--- src/sv/stwmwv_pkg.sv ---
`default_nettype none
package stwmwv_pkg;

	// field widths
	localparam int unsigned WORD_W = 9;
	localparam int unsigned BYTE_W = 8;
	localparam int unsigned CHAR_W = 8;

	// seatalk command codes
	localparam logic [BYTE_W-1:0] CMD_ANGLE = 8'h10;
	localparam logic [BYTE_W-1:0] CMD_SPEED = 8'h11;
	localparam logic [BYTE_W-1:0] SPEED_MASK = 8'h7F;

	// binary to bcd converter: 15-bit values, five decimal digits
	localparam int unsigned BIN_W = 15;
	localparam int unsigned ANG_DIGITS = 5;
	localparam int unsigned SPD_DIGITS = 4;
	localparam int unsigned CNT_W = $clog2(BIN_W + 1);

	// microprogram size
	localparam int unsigned UC_LEN = 39;
	localparam int unsigned STEP_W = $clog2(UC_LEN);

	// word position in a datagram
	typedef enum logic [1:0] {
		POS_IDLE  = 2'd0,
		POS_BYTE1 = 2'd1,
		POS_BYTE2 = 2'd2,
		POS_BYTE3 = 2'd3
	} pos_t;

	// microcode operations
	typedef enum logic [2:0] {
		OP_IDLE,
		OP_CONV,
		OP_CONST,
		OP_ANG,
		OP_SPD,
		OP_SUM_HI,
		OP_SUM_LO
	} op_t;

	// one control word
	typedef struct packed {
		op_t              op;
		logic [CHAR_W-1:0] arg;     // character or digit index
		logic             sum_en;  // fold into the checksum
		logic             lead;    // digit dropped while still a leading zero
		logic             last;    // final character of a sentence
	} ucw_t;

	function automatic ucw_t mk(input op_t op, input logic [CHAR_W-1:0] arg,
		input logic sum_en, input logic lead, input logic last);
		ucw_t w;
		w.op = op;
		w.arg = arg;
		w.sum_en = sum_en;
		w.lead = lead;
		w.last = last;
		return w;
	endfunction

	// sentence program: $WIMWV,<angle>,R,<speed>,N,A*<sum><CR><LF> CR LF
	function automatic ucw_t ucode(input logic [STEP_W-1:0] step);
		ucw_t w;
		unique case (step)
			6'd0:  w = mk(OP_IDLE,   8'h00, 1'b0, 1'b0, 1'b0);
			6'd1:  w = mk(OP_CONV,   8'h00, 1'b0, 1'b0, 1'b0);
			6'd2:  w = mk(OP_CONST,  "$",   1'b0, 1'b0, 1'b0);
			6'd3:  w = mk(OP_CONST,  "W",   1'b1, 1'b0, 1'b0);
			6'd4:  w = mk(OP_CONST,  "I",   1'b1, 1'b0, 1'b0);
			6'd5:  w = mk(OP_CONST,  "M",   1'b1, 1'b0, 1'b0);
			6'd6:  w = mk(OP_CONST,  "W",   1'b1, 1'b0, 1'b0);
			6'd7:  w = mk(OP_CONST,  "V",   1'b1, 1'b0, 1'b0);
			6'd8:  w = mk(OP_CONST,  ",",   1'b1, 1'b0, 1'b0);
			6'd9:  w = mk(OP_ANG,    8'd4,  1'b1, 1'b1, 1'b0);
			6'd10: w = mk(OP_ANG,    8'd3,  1'b1, 1'b1, 1'b0);
			6'd11: w = mk(OP_ANG,    8'd2,  1'b1, 1'b1, 1'b0);
			6'd12: w = mk(OP_ANG,    8'd1,  1'b1, 1'b1, 1'b0);
			6'd13: w = mk(OP_ANG,    8'd0,  1'b1, 1'b0, 1'b0);
			6'd14: w = mk(OP_CONST,  ",",   1'b1, 1'b0, 1'b0);
			6'd15: w = mk(OP_CONST,  "R",   1'b1, 1'b0, 1'b0);
			6'd16: w = mk(OP_CONST,  ",",   1'b1, 1'b0, 1'b0);
			6'd17: w = mk(OP_SPD,    8'd3,  1'b1, 1'b1, 1'b0);
			6'd18: w = mk(OP_SPD,    8'd2,  1'b1, 1'b1, 1'b0);
			6'd19: w = mk(OP_SPD,    8'd1,  1'b1, 1'b0, 1'b0);
			6'd20: w = mk(OP_CONST,  ".",   1'b1, 1'b0, 1'b0);
			6'd21: w = mk(OP_SPD,    8'd0,  1'b1, 1'b0, 1'b0);
			6'd22: w = mk(OP_CONST,  ",",   1'b1, 1'b0, 1'b0);
			6'd23: w = mk(OP_CONST,  "N",   1'b1, 1'b0, 1'b0);
			6'd24: w = mk(OP_CONST,  ",",   1'b1, 1'b0, 1'b0);
			6'd25: w = mk(OP_CONST,  "A",   1'b1, 1'b0, 1'b0);
			6'd26: w = mk(OP_CONST,  "*",   1'b0, 1'b0, 1'b0);
			6'd27: w = mk(OP_SUM_HI, 8'h00, 1'b0, 1'b0, 1'b0);
			6'd28: w = mk(OP_SUM_LO, 8'h00, 1'b0, 1'b0, 1'b0);
			6'd29: w = mk(OP_CONST,  "<",   1'b0, 1'b0, 1'b0);
			6'd30: w = mk(OP_CONST,  "C",   1'b0, 1'b0, 1'b0);
			6'd31: w = mk(OP_CONST,  "R",   1'b0, 1'b0, 1'b0);
			6'd32: w = mk(OP_CONST,  ">",   1'b0, 1'b0, 1'b0);
			6'd33: w = mk(OP_CONST,  "<",   1'b0, 1'b0, 1'b0);
			6'd34: w = mk(OP_CONST,  "L",   1'b0, 1'b0, 1'b0);
			6'd35: w = mk(OP_CONST,  "F",   1'b0, 1'b0, 1'b0);
			6'd36: w = mk(OP_CONST,  ">",   1'b0, 1'b0, 1'b0);
			6'd37: w = mk(OP_CONST,  8'h0D, 1'b0, 1'b0, 1'b0);
			6'd38: w = mk(OP_CONST,  8'h0A, 1'b0, 1'b0, 1'b1);
			default: w = mk(OP_IDLE, 8'h00, 1'b0, 1'b0, 1'b0);
		endcase
		return w;
	endfunction

	// upper-case hex digit
	function automatic logic [CHAR_W-1:0] hex_char(input logic [3:0] n);
		logic [CHAR_W-1:0] c;
		if (n < 4'd10) begin
			c = 8'h30 + {4'h0, n};
		end else begin
			c = 8'h37 + {4'h0, n};
		end
		return c;
	endfunction

endpackage
`default_nettype wire

--- src/sv/stwmwv_word_if.sv ---
`default_nettype none
interface stwmwv_word_if import stwmwv_pkg::*; ();
	logic              valid;
	logic              ready;
	logic [WORD_W-1:0] bus_word;

	modport source (output valid, output bus_word, input ready);
	modport sink (input valid, input bus_word, output ready);
endinterface
`default_nettype wire

--- src/sv/stwmwv_char_if.sv ---
`default_nettype none
interface stwmwv_char_if import stwmwv_pkg::*; ();
	logic              valid;
	logic              ready;
	logic [CHAR_W-1:0] out_char;
	logic              last_char;

	modport source (output valid, output out_char, output last_char, input ready);
	modport sink (input valid, input out_char, input last_char, output ready);
endinterface
`default_nettype wire

--- src/sv/seatalk_wind_to_nmea_mwv_core.sv ---
// SeaTalk wind datagrams in, NMEA MWV sentence characters out.
// bus: one 9-bit SeaTalk word per handshake; bit 8 marks a command word that
//   opens a four-word datagram (command, three data bytes).
// sentence: one ASCII character per word, last_char set on the closing LF.
// Command 0x10 updates the wind angle, 0x11 the speed; either one triggers a
// sentence of up to 37 characters. Other commands produce nothing.
// Control is a 39-step microprogram; bus words are taken only while it sits
// at its idle step. An updating word runs the binary to bcd conversion over
// all 15 input bits, then the 37 character steps, each a character or a
// dropped leading zero.
// The output register holds a character until it is taken; a stall on the
// sentence channel freezes the program at the next step that emits a character;
// dropped leading zeros still advance. Reset clears the datagram position, the
// stored angle and speed (both print as zero), and the output valid.
`default_nettype none
module seatalk_wind_to_nmea_mwv_core import stwmwv_pkg::*; (
	input  wire logic     clk,
	input  wire logic     arst_n,
	stwmwv_word_if.sink   bus,
	stwmwv_char_if.source sentence
);

	// sequencer and datagram state
	logic [STEP_W-1:0] step_q;
	pos_t              pos_q;
	logic [BYTE_W-1:0] cmd_q;
	logic [BYTE_W-1:0] byte2_q;

	// stored values in bcd
	logic [ANG_DIGITS-1:0][3:0] ang_bcd_q;
	logic [SPD_DIGITS-1:0][3:0] spd_bcd_q;

	// converter datapath
	logic [BIN_W-1:0]           conv_bin_q;
	logic [ANG_DIGITS-1:0][3:0] conv_bcd_q;
	logic [CNT_W-1:0]           conv_cnt_q;
	logic                       conv_ang_q;
	logic [ANG_DIGITS-1:0][3:0] bcd_adj;
	logic [ANG_DIGITS*4:0]      bcd_shift;
	logic [ANG_DIGITS-1:0][3:0] bcd_next;
	logic [BIN_W-1:0]           bin_next;

	// character path
	logic [CHAR_W-1:0] sum_q;
	logic              lead_q;
	logic              out_valid_q;
	logic [CHAR_W-1:0] out_char_q;
	logic              out_last_q;

	ucw_t              uc;
	logic [3:0]        dig_ang;
	logic [3:0]        dig_spd;
	logic [CHAR_W-1:0] ch;
	logic              is_char;
	logic              skip;
	logic              out_free;
	logic              emit;
	logic              adv;
	logic              bus_take;
	logic [BYTE_W-1:0] bus_byte;
	logic [BIN_W-1:0]  angle_val;
	logic [BIN_W-1:0]  speed_val;
	logic [BYTE_W-1:0] speed_hi;

	assign uc = ucode(step_q);

	// datagram values
	assign bus_byte = bus.bus_word[BYTE_W-1:0];
	assign angle_val = {byte2_q, bus_byte[BYTE_W-1:1]};
	assign speed_hi = byte2_q & SPEED_MASK;
	assign speed_val = ({{(BIN_W-BYTE_W){1'b0}}, speed_hi} << 3)
		+ ({{(BIN_W-BYTE_W){1'b0}}, speed_hi} << 1)
		+ {{(BIN_W-BYTE_W){1'b0}}, bus_byte};

	// one double-dabble iteration
	always_comb begin
		for (int i = 0; i < ANG_DIGITS; i++) begin
			bcd_adj[i] = (conv_bcd_q[i] >= 4'd5) ? conv_bcd_q[i] + 4'd3 : conv_bcd_q[i];
		end
		bcd_shift = {bcd_adj, conv_bin_q[BIN_W-1]};
		bcd_next = bcd_shift[ANG_DIGITS*4-1:0];
		bin_next = {conv_bin_q[BIN_W-2:0], 1'b0};
	end

	// character selection for the current step
	always_comb begin
		dig_ang = ang_bcd_q[uc.arg[2:0]];
		dig_spd = spd_bcd_q[uc.arg[1:0]];
		ch = '0;
		skip = 1'b0;
		is_char = 1'b1;
		unique case (uc.op)
			OP_CONST: begin
				ch = uc.arg;
			end
			OP_ANG: begin
				ch = {4'h3, dig_ang};
				skip = uc.lead && lead_q && (dig_ang == 4'd0);
			end
			OP_SPD: begin
				ch = {4'h3, dig_spd};
				skip = uc.lead && lead_q && (dig_spd == 4'd0);
			end
			OP_SUM_HI: begin
				ch = hex_char(sum_q[7:4]);
				skip = (sum_q[7:4] == 4'd0);
			end
			OP_SUM_LO: begin
				ch = hex_char(sum_q[3:0]);
			end
			default: begin
				is_char = 1'b0;
			end
		endcase
		out_free = !out_valid_q || sentence.ready;
		emit = is_char && !skip && out_free;
		adv = is_char && (skip || out_free);
	end

	assign bus.ready = (uc.op == OP_IDLE);
	assign bus_take = bus.valid && bus.ready;

	assign sentence.valid = out_valid_q;
	assign sentence.out_char = out_char_q;
	assign sentence.last_char = out_last_q;

	// control state
	always_ff @(posedge clk or negedge arst_n) begin
		if (!arst_n) begin
			step_q <= '0;
			pos_q <= POS_IDLE;
			cmd_q <= '0;
			byte2_q <= '0;
			ang_bcd_q <= '0;
			spd_bcd_q <= '0;
			out_valid_q <= 1'b0;
		end else begin
			// datagram parsing
			if (bus_take) begin
				if (bus.bus_word[WORD_W-1]) begin
					cmd_q <= bus_byte;
					pos_q <= POS_BYTE1;
				end else begin
					unique case (pos_q)
						POS_IDLE: begin
							pos_q <= POS_IDLE;
						end
						POS_BYTE1: begin
							pos_q <= POS_BYTE2;
						end
						POS_BYTE2: begin
							byte2_q <= bus_byte;
							pos_q <= POS_BYTE3;
						end
						default: begin
							pos_q <= POS_IDLE;
							if (cmd_q == CMD_ANGLE || cmd_q == CMD_SPEED) begin
								step_q <= STEP_W'(1);
							end
						end
					endcase
				end
			end

			// conversion loop, result into the selected store
			if (uc.op == OP_CONV && conv_cnt_q == CNT_W'(1)) begin
				step_q <= step_q + STEP_W'(1);
				if (conv_ang_q) begin
					ang_bcd_q <= bcd_next;
				end else begin
					spd_bcd_q <= bcd_next[SPD_DIGITS-1:0];
				end
			end

			// character steps
			if (adv) begin
				if (uc.last) begin
					step_q <= '0;
				end else begin
					step_q <= step_q + STEP_W'(1);
				end
			end

			// output register
			if (emit) begin
				out_valid_q <= 1'b1;
			end else if (sentence.ready) begin
				out_valid_q <= 1'b0;
			end
		end
	end

	// datapath registers
	always_ff @(posedge clk) begin
		if (bus_take && !bus.bus_word[WORD_W-1] && pos_q == POS_BYTE3) begin
			conv_ang_q <= (cmd_q == CMD_ANGLE);
			conv_bin_q <= (cmd_q == CMD_ANGLE) ? angle_val : speed_val;
			conv_bcd_q <= '0;
			conv_cnt_q <= CNT_W'(BIN_W);
			sum_q <= '0;
		end else if (uc.op == OP_CONV) begin
			conv_bin_q <= bin_next;
			conv_bcd_q <= bcd_next;
			conv_cnt_q <= conv_cnt_q - CNT_W'(1);
		end
		if (emit) begin
			out_char_q <= ch;
			out_last_q <= uc.last;
			lead_q <= (uc.op == OP_CONST);
			if (uc.sum_en) begin
				sum_q <= sum_q ^ ch;
			end
		end
	end

endmodule
`default_nettype wire

--- src/flat_wrapper.sv ---
// flat-port wrapper written by rule: the top's interface ports become plain ports
module seatalk_wind_to_nmea_mwv_core_flat import stwmwv_pkg::*;
  (clk, arst_n, bus_valid, bus_bus_word, bus_ready, sentence_valid, sentence_out_char, sentence_last_char, sentence_ready);
  stwmwv_word_if bus_i ();
  stwmwv_char_if sentence_i ();
  input  wire logic clk;
  input  wire logic arst_n;
  input wire logic [$bits(bus_i.valid)-1:0] bus_valid;
  input wire logic [$bits(bus_i.bus_word)-1:0] bus_bus_word;
  output wire logic [$bits(bus_i.ready)-1:0] bus_ready;
  output wire logic [$bits(sentence_i.valid)-1:0] sentence_valid;
  output wire logic [$bits(sentence_i.out_char)-1:0] sentence_out_char;
  output wire logic [$bits(sentence_i.last_char)-1:0] sentence_last_char;
  input wire logic [$bits(sentence_i.ready)-1:0] sentence_ready;
  assign bus_i.valid = bus_valid;
  assign bus_i.bus_word = bus_bus_word;
  assign bus_ready = bus_i.ready;
  assign sentence_valid = sentence_i.valid;
  assign sentence_out_char = sentence_i.out_char;
  assign sentence_last_char = sentence_i.last_char;
  assign sentence_i.ready = sentence_ready;
  seatalk_wind_to_nmea_mwv_core u_core (.clk(clk), .arst_n(arst_n), .bus(bus_i), .sentence(sentence_i));
endmodule
--- config.mk ---
export PLATFORM = sky130hd
export DESIGN_NAME = seatalk_wind_to_nmea_mwv_core_flat
export DESIGN_NICKNAME = d
export VERILOG_FILES = /design/src/sv/stwmwv_pkg.sv /design/src/sv/stwmwv_word_if.sv /design/src/sv/stwmwv_char_if.sv /design/src/sv/seatalk_wind_to_nmea_mwv_core.sv /design/src/flat_wrapper.sv
export SDC_FILE = /design/constraint.sdc
export NUM_CORES = 1
export LEC_CHECK = 0
export BUFFER_PORTS_ARGS = -buffer_cell sky130_fd_sc_hd__buf_4
export CORE_MARGIN = 5
export CORE_UTILIZATION = 50
export CTS_BUF_LIST = sky130_fd_sc_hd__clkbuf_16
export DETAILED_ROUTE_END_ITERATION = 10
export PLACE_DENSITY = 0.71
export SLEW_MARGIN = 20
export SYNTH_ARGS = -nofsm -noshare
export SYNTH_HDL_FRONTEND = slang
export SYNTH_SLANG_ARGS = --single-unit
--- constraint.sdc ---
create_clock -name clk -period 3.54 [get_ports clk]
set_clock_uncertainty 0.05 [all_clocks]
set_input_delay 0.708 -clock clk [delete_from_list [all_inputs] [get_ports clk]]
set_output_delay 0.708 -clock clk [all_outputs]
set_load 0.05 [all_outputs]
# After elaboration in Yosys (flattened, before gate mapping)
# Memories as Yosys holds them, arrays and structs flattened.
# Cells that the tools add are included.
[word_totals] register_bits=119 romBits=832 input_bits=13 output_inout_bits=11 wordCells=129 memories=1
[classes] addsub=13 n_lt_le_gt_ge=9 eq_ne=14 n_mux=31 n_bitwise=3 reduce_logical=32
[memory_table] name="(name not given)" depth=64 word_bits=13 read_ports=1 rd_ports_with_merged_regs=0 wr=0 line="stwmwv_pkg.sv:66" rtl="unique case (step)"
[ops] operator="15-bit two-way mux" count=3
[ops] operator="6-bit two-way mux" count=7
[ops] operator="8-bit two-way mux" count=5
[ops] operator="8-bit case mux with 5 select lines" count=1
[ops] operator="6-bit by 4-bit adder with 7-bit output, first input constant" count=4
[ops] operator="4-bit two-way mux" count=6
[ops] operator="4-bit by 3-bit greater-or-equal comparator with 1-bit output, second input constant" count=5
[ops] operator="4-bit by 2-bit adder with 4-bit output, second input constant" count=4
[ops] operator="8-bit by 5-bit equality test with 1-bit output, second input constant" count=2
[ops] operator="15-bit by 8-bit adder with 15-bit output" count=1
[ops] operator="4-bit binary-select mux with 3-bit select" count=1
[ops] operator="4-bit logical NOT" count=3
[ops] operator="10-bit by 8-bit adder with 11-bit output" count=1
[ops] operator="1-bit logical AND" count=10
[ops] operator="3-bit equality test, second input constant" count=3
[ops] operator="4-bit binary-select mux with 2-bit select" count=1
[ops] operator="4-bit less-than comparator, second input constant" count=2
[ops] operator="8-bit bitwise XOR" count=1
[ops] operator="6-bit by 1-bit adder with 6-bit output, second input constant" count=1
[ops] operator="3-bit by 2-bit equality test with 1-bit output, second input constant" count=2
[ops] operator="3-bit by 1-bit != test with 1-bit output, second input constant" count=2
[ops] operator="2-bit AND reduction" count=3
[ops] operator="3-bit nonzero test" count=2
[ops] operator="5-bit OR reduction" count=1
[ops] operator="other kinds (22)" count=31

# Logic depth before layout (Yosys ltp)
# An unclocked memory read counts as a cell.
[logic_depth] ltp_word=10 mapped_depth=15 mapped_depth_nobuf=13

# Least setup slack after synthesis
# Ideal clock, no wire load.
[synth_path] path_kind="reg-to-reg" start="register u_core.step_q[1]" end="register u_core.cmd_q[0]" setup_time_ps=125 arrival_ps=3512 required_time_ps=3365 path_slack_ps=-147 stages_incl_launch_ff=13 n_path_buf=3 period_less_slack_ps=3687 path_cell_list="dfrtp_1 > buf_2 > inv_1 > ha_1 > and2b_1 > a22o_1 > or2_2 > and2_0 > clkbuf_1 > buf_2 > nor2_1 > nand3_1 > mux2_2"
[synth_via] elab_chain_cells=4
[synth_lines] item="start: declaration" line="seatalk_wind_to_nmea_mwv_core.sv:24" rtl="logic [STEP_W-1:0] step_q;"
[synth_lines] item="start signal: assignment" line="seatalk_wind_to_nmea_mwv_core.sv:167" rtl="step_q <= step_q + STEP_W'(1);"
[synth_lines] item="start signal: assignment" line="seatalk_wind_to_nmea_mwv_core.sv:180" rtl="step_q <= step_q + STEP_W'(1);"
[synth_lines] item="memory read 64 x 13 bit"
[synth_lines] item="3-bit logical NOT" line="seatalk_wind_to_nmea_mwv_core.sv:120" rtl="assign bus.ready = (uc.op == OP_IDLE);"
[synth_lines] item="named net bus_ready" line="flat_wrapper.sv:10" rtl="output wire logic [$bits(bus_i.ready)-1:0] bus_ready;"
[synth_lines] item="1-bit logical AND" line="seatalk_wind_to_nmea_mwv_core.sv:121" rtl="assign bus_take = bus.valid && bus.ready;"
[synth_lines] item="2-bit AND reduction (no source line)"
[synth_lines] item="end signal: assignment" line="seatalk_wind_to_nmea_mwv_core.sv:141" rtl="cmd_q <= bus_byte;"
[synth_lines] item="end: declaration" line="seatalk_wind_to_nmea_mwv_core.sv:26" rtl="logic [BYTE_W-1:0] cmd_q;"
# The timed path passes the listed nets, and every way through them passes these cells.
# A chain may end at the register's enable or synchronous reset.

# Final worst setup path
[layout_path] start="register u_core.step_q[0]" end="register u_core.sum_q[7], data pin"
[layout_via] elab_chain_cells=10 word_cells_on_any_way=30 classes_between="eq/ne (5); mux (10); bitwise (1); reduce/logical (13); memory (1)"
[layout_lines] item="memory read 64 x 13 bit (*)"
[layout_lines] item="4-bit binary-select mux with 3-bit select / 4-bit binary-select mux with 2-bit select (equally long branches)" line="seatalk_wind_to_nmea_mwv_core.sv:87, seatalk_wind_to_nmea_mwv_core.sv:88"
[layout_lines] item="4-bit two-way mux (on tied branches)" line="seatalk_wind_to_nmea_mwv_core.sv:87, seatalk_wind_to_nmea_mwv_core.sv:88"
[layout_lines] item="4-bit logical NOT (on tied branches)" line="seatalk_wind_to_nmea_mwv_core.sv:98, seatalk_wind_to_nmea_mwv_core.sv:102"
[layout_lines] item="1-bit logical AND (on tied branches)" line="seatalk_wind_to_nmea_mwv_core.sv:98, seatalk_wind_to_nmea_mwv_core.sv:102"
[layout_lines] item="1-bit case mux with 3 select lines" line="seatalk_wind_to_nmea_mwv_core.sv:92" rtl="unique case (uc.op)"
[layout_lines] item="1-bit logical NOT" line="seatalk_wind_to_nmea_mwv_core.sv:116" rtl="emit = is_char && !skip && out_free;"
[layout_lines] item="1-bit logical AND (2 in a row)" line="seatalk_wind_to_nmea_mwv_core.sv:116"
[layout_lines] item="8-bit two-way mux (*)" line="seatalk_wind_to_nmea_mwv_core.sv:206" rtl="if (emit) begin"
[layout_lines] item="end signal: assignment" line="seatalk_wind_to_nmea_mwv_core.sv:211" rtl="sum_q <= sum_q ^ ch;"
[layout_lines] item="end: declaration" line="seatalk_wind_to_nmea_mwv_core.sv:44" rtl="logic [CHAR_W-1:0] sum_q;"
# Mark *: on every way between the ends. The rest lies on a longest branch, timed or not. The select of a mux whose other input is x is not followed.

==> summary.md <==
| Metric | Value |
|---|---|
| Critical Path Start Type | `register` |
| Global-route wire length before repair | `29600 um` |
| Post-synthesis cell type count | `90` |
| CP Capture Type | `register` |
| TritonCTS clock tree | `done` |
| FF+latch count, synth | `118` |
| Vias per cell | `5.78` |
| Leakage Power | `3.76 nW` |
| Worst-path fanout max | `13` |
| Clock-pin slew of the registers on the worst-case setup and hold paths | `0.05 ns` |
| Overflow after GRT | `0` |
| Detailed router's first-iteration violation count | `490` |
| Clk root buf | `clkbuf_16` |
| Cells along the critical path | `buf_4 -> ha_1 -> a21o_1 -> o221ai_2 -> nand3_4 -> mux4_1 -> o2111ai_2 -> and3_2 -> o211ai_4 -> buf_12 -> or2_1 -> and3_1` |
| Mean area per synthesized cell | `between 9 and 10 um^2` |
| DR WL/cell | `between 15 and 20 um` |
| Post-route insts no fill | `1053` |
| Synth Net Count | `871` |
| Final Cycle Share | `95.2%` |
| Final setup fails | `0` |
| Post-synthesis mux area share | `9.94%` |
| Synth area leader | `dfrtp_1` |
| Worst path slowest cell | `mux4_1` |
| DRC | `0` |
| Slew margin rel. | `46.8%` |
| DIE HEIGHT | `132 um` |
| Ys async rst share | `51.7%` |
| DRT Pass-1 Iters | `6` |
| Multi-input logic area | `between 0.004 and 0.005 mm^2` |
| FF+latch area | `0.00293 mm^2` |
| DP Wirelength | `12700 um` |
| Min cycle time layout | `approximately 3.4 ns` |
| Cell family with most CP delay | `simple AND/OR/NAND/NOR gates` |
| Slew of the pin with the lowest slew margin | `0.798 ns` |
| Simple logic cell fraction of the synthesized area | `18.5%` |
| Largest net degree at the start of global routing | `62` |
| Total track usage | `20.6%` |
| Synth Flop Type | `dfrtp_1` |
| Post-synth EDFFs | `26` |
| Crit path DAT | `3.49 ns` |
| Synth Area in XOR/XNOR | `2.57%` |
| Peak VDD IR | `687 uV` |
| TritonCTS Buffers | `17` |
| Cell Area, Synth | `0.00750 mm^2` |
| Slew Limit Fails | `0` |
| Row count | `44` |
| Top-area cell type share of the netlist area | `20.3%` |
| DP Cell Count | `1014` |
| Worst-case clock buffer depth | `2` |
| Largest family of logic cells by synthesized area | `simple AND/OR/NAND/NOR gates` |
| Synth Area in Adders | `7.04%` |
| Post-synthesis compound-gate area fraction | `between 10% and 20%` |
| Core area | `0.0146 mm^2` |
| ANT cells | `0` |
| Setup CP Type | `register to register` |
| Total Power | `9.21 mW` |
| Setup TNS | `0 ns` |
| Initial antenna violation count | `0` |
| Vias in the first global route | `5814` |
| Synth top area cells | `dfrtp_1 (20%), edfxtp_1 (10%), dfxtp_1 (8.3%), ha_1 (6.5%), nand2_1 (5.3%)` |
| Layout Nets | `a little over 900` |
| Yosys Warn Count | `0` |
| H-tree depth | `4` |
| FILL cells | `1254` |
| Gpl congestion | `0.947` |
| Die area | `between 0.015 and 0.02 mm^2` |
| Worst-skew pair later-pin latency | `0.42 ns` |
| CTS sink count | `118` |
| Status | `finished, final reports clean` |
| Cells after Synth | `between 800 and 900` |
| Worst path bufs/invs | `2` |
| Unrepaired setup endpoints after global routing | `false` |
| Final hold vios | `0` |
| Share of cells above drive strength 1 | `19.1%` |
| Fmax | `297 MHz` |
| HP Class | `primary input to async pin` |
| Max Cap Viol | `0` |
| I/O Pins | `24` |
| Vias | `6090` |
| Sequential cell area fraction in the yosys report | `about two fifths` |
| PD cells | `1070 mW/mm^2` |
| Starting Density | `about half` |
| Chip width | `132 um` |
| Worst EP required | `~3.7 ns` |
| Largest stage delay, worst path | `0.59 ns` |
| Area Overhead vs Synth | `15.2%` |
| Buffers on Ports | `22` |
| Final WL | `17700 um` |
| DRT antenna net count | `0` |
## layout make-up
type | instances | area share [%]
multi-input combinational | 608 | 49.1
inverter | 49 | 2.17
clock buffer | 19 | 5.50
sequential | 118 | 33.9
tap | 184 | 2.66
clock inverter | 13 | 0.999
timing repair buffer | 61 | 5.59
timing repair inverter | 1 | 0.0868
## worst register-to-register path, delay by kind of cell (launching register included)
kind	cells	cell delay (ns)
and+or+nand+nor	4	0.90
AOI/OAI and AO/OA	4	0.65
muxes	1	0.59
DFF	1	0.37
buffers and inverters	2	0.32
adders and majority gates	1	0.24
## sequential cells by signal (all words and copies together) (netlist names)
name and cells:
u_core.ang_bcd_q 20, u_core.conv_bcd_q 20, u_core.spd_bcd_q 16, u_core.conv_bin_q 15
u_core.byte2_q 8, u_core.cmd_q 8, u_core.sum_q 8, u_core.sentence.out_char 7
u_core.step_q 6, u_core.conv_cnt_q 4, u_core.pos_q 2, u_core.conv_ang_q 1
u_core.lead_q 1, u_core.sentence.last_char 1, u_core.sentence.valid 1
## final timing paths
kind,to,slack [ns],cells past startpoint,startpoint
setup / recovery,u_core.sum_q[7]$_DFFE_PP_,0.17,12,u_core.step_q[0]$_DFFE_PN0P_
hold / removal,u_core.ang_bcd_q[11]$_DFFE_PN0P_,0.32,1,arst_n
setup reg to reg,u_core.sum_q[7]$_DFFE_PP_,0.17,12,u_core.step_q[0]$_DFFE_PN0P_
hold reg to reg,u_core.conv_bcd_q[17]$_SDFFE_PP0P_,0.40,2,u_core.conv_bcd_q[17]$_SDFFE_PP0P_
max in group asynchronous,u_core.step_q[1]$_DFFE_PN0P_,2.53,1,arst_n
min in group clk,u_core.conv_bcd_q[17]$_SDFFE_PP0P_,0.40,2,u_core.conv_bcd_q[17]$_SDFFE_PP0P_
## layout by cell type, fill, tap and decap left out, types with 7 or more instances in the layout
master,netlist,routed
a21o_1,8,8
xnor2_1,20,20
dfxtp_1,31,31
nand3_1,26,26
edfxtp_1,26,26
dfrtp_1,61,59
nand2b_1,12,12
mux2_2,34,34
nand2_1,105,105
a31oi_1,7,7
nor3b_1,16,15
a21oi_1,65,65
nor2_1,52,49
mux2i_1,31,31
a211oi_1,7,7
ha_1,39,37
buf_4,4,59
clkbuf_16,0,19
nor3_1,17,16
o21ai_0,56,56
inv_1,46,47
## Yosys cell counts, types with 5 or more instances
cell	number
edfxtp_1	26
o22ai_1	5
xnor2_1	20
mux2i_1	31
a211oi_1	7
nand3_1	26
and2_1	5
inv_1	46
mux2_2	34
nand2b_1	12
a31oi_1	7
o211ai_1	5
buf_2	9
a21o_1	8
a21oi_1	65
dfxtp_1	31
nor3_1	17
nor2b_1	8
ha_1	39
clkbuf_1	22
nor3b_1	16
dfrtp_1	61
nand2_1	105
o21ai_0	56
nor2_1	52
## cells by family (layout without fill, tap and decap cells)
family | count (synthesis) | count (layout)
compound gates | 201 | 201
xor+xnor | 22 | 22
fa+ha+maj | 41 | 41
buf+inv | 91 | 143
flops | 118 | 118
mux | 67 | 67
other cells | 1 | 1
simple gates | 276 | 276
## what timing repair did
item	4_1_cts	5_1_grt
pin swaps	0	5
hold buffers	0	0
resized for setup	1	17
setup buffers	0	6
endpoints found under the setup margin	1	34
cloned	0	1
## power by group
part	internal [mW]	switching (mW)	leakage [nW]	total [mW]
logic	2.18	3.03	2.15	5.21
registers	1.94	0.433	1.32	2.37
clock network	1.03	0.603	0.290	1.63
## per-stage QoR
step / hold slack (ns) / utilization, % / setup slack, ns / instance area (um^2)
after floorplan: 0.362 / - / 0.157 / 7500
after global placement: 0.395 / 54.2 / 0.195 / 7940
after detailed placement: 0.399 / 54.2 / 0.103 / 7940
after CTS: 0.354 / 58.1 / 0.0427 / 8510
after global routing: 0.382 / 59.0 / 0.000179 / 8650
final: 0.322 / 59.0 / 0.168 / 8650
## per-layer routing
layer / share of wire (%) / vias to the layer above / global-route usage, %
met5: 0 / - / 0
met4: 2.1 / 0 / 6.81
met3: 4.3 / 34 / 4.21
met2: 47 / 168 / 33.8
met1: 47 / 2911 / 27.5
li1: - / 2977 / -
No activity file was read; power rests on OpenSTA's default activity.
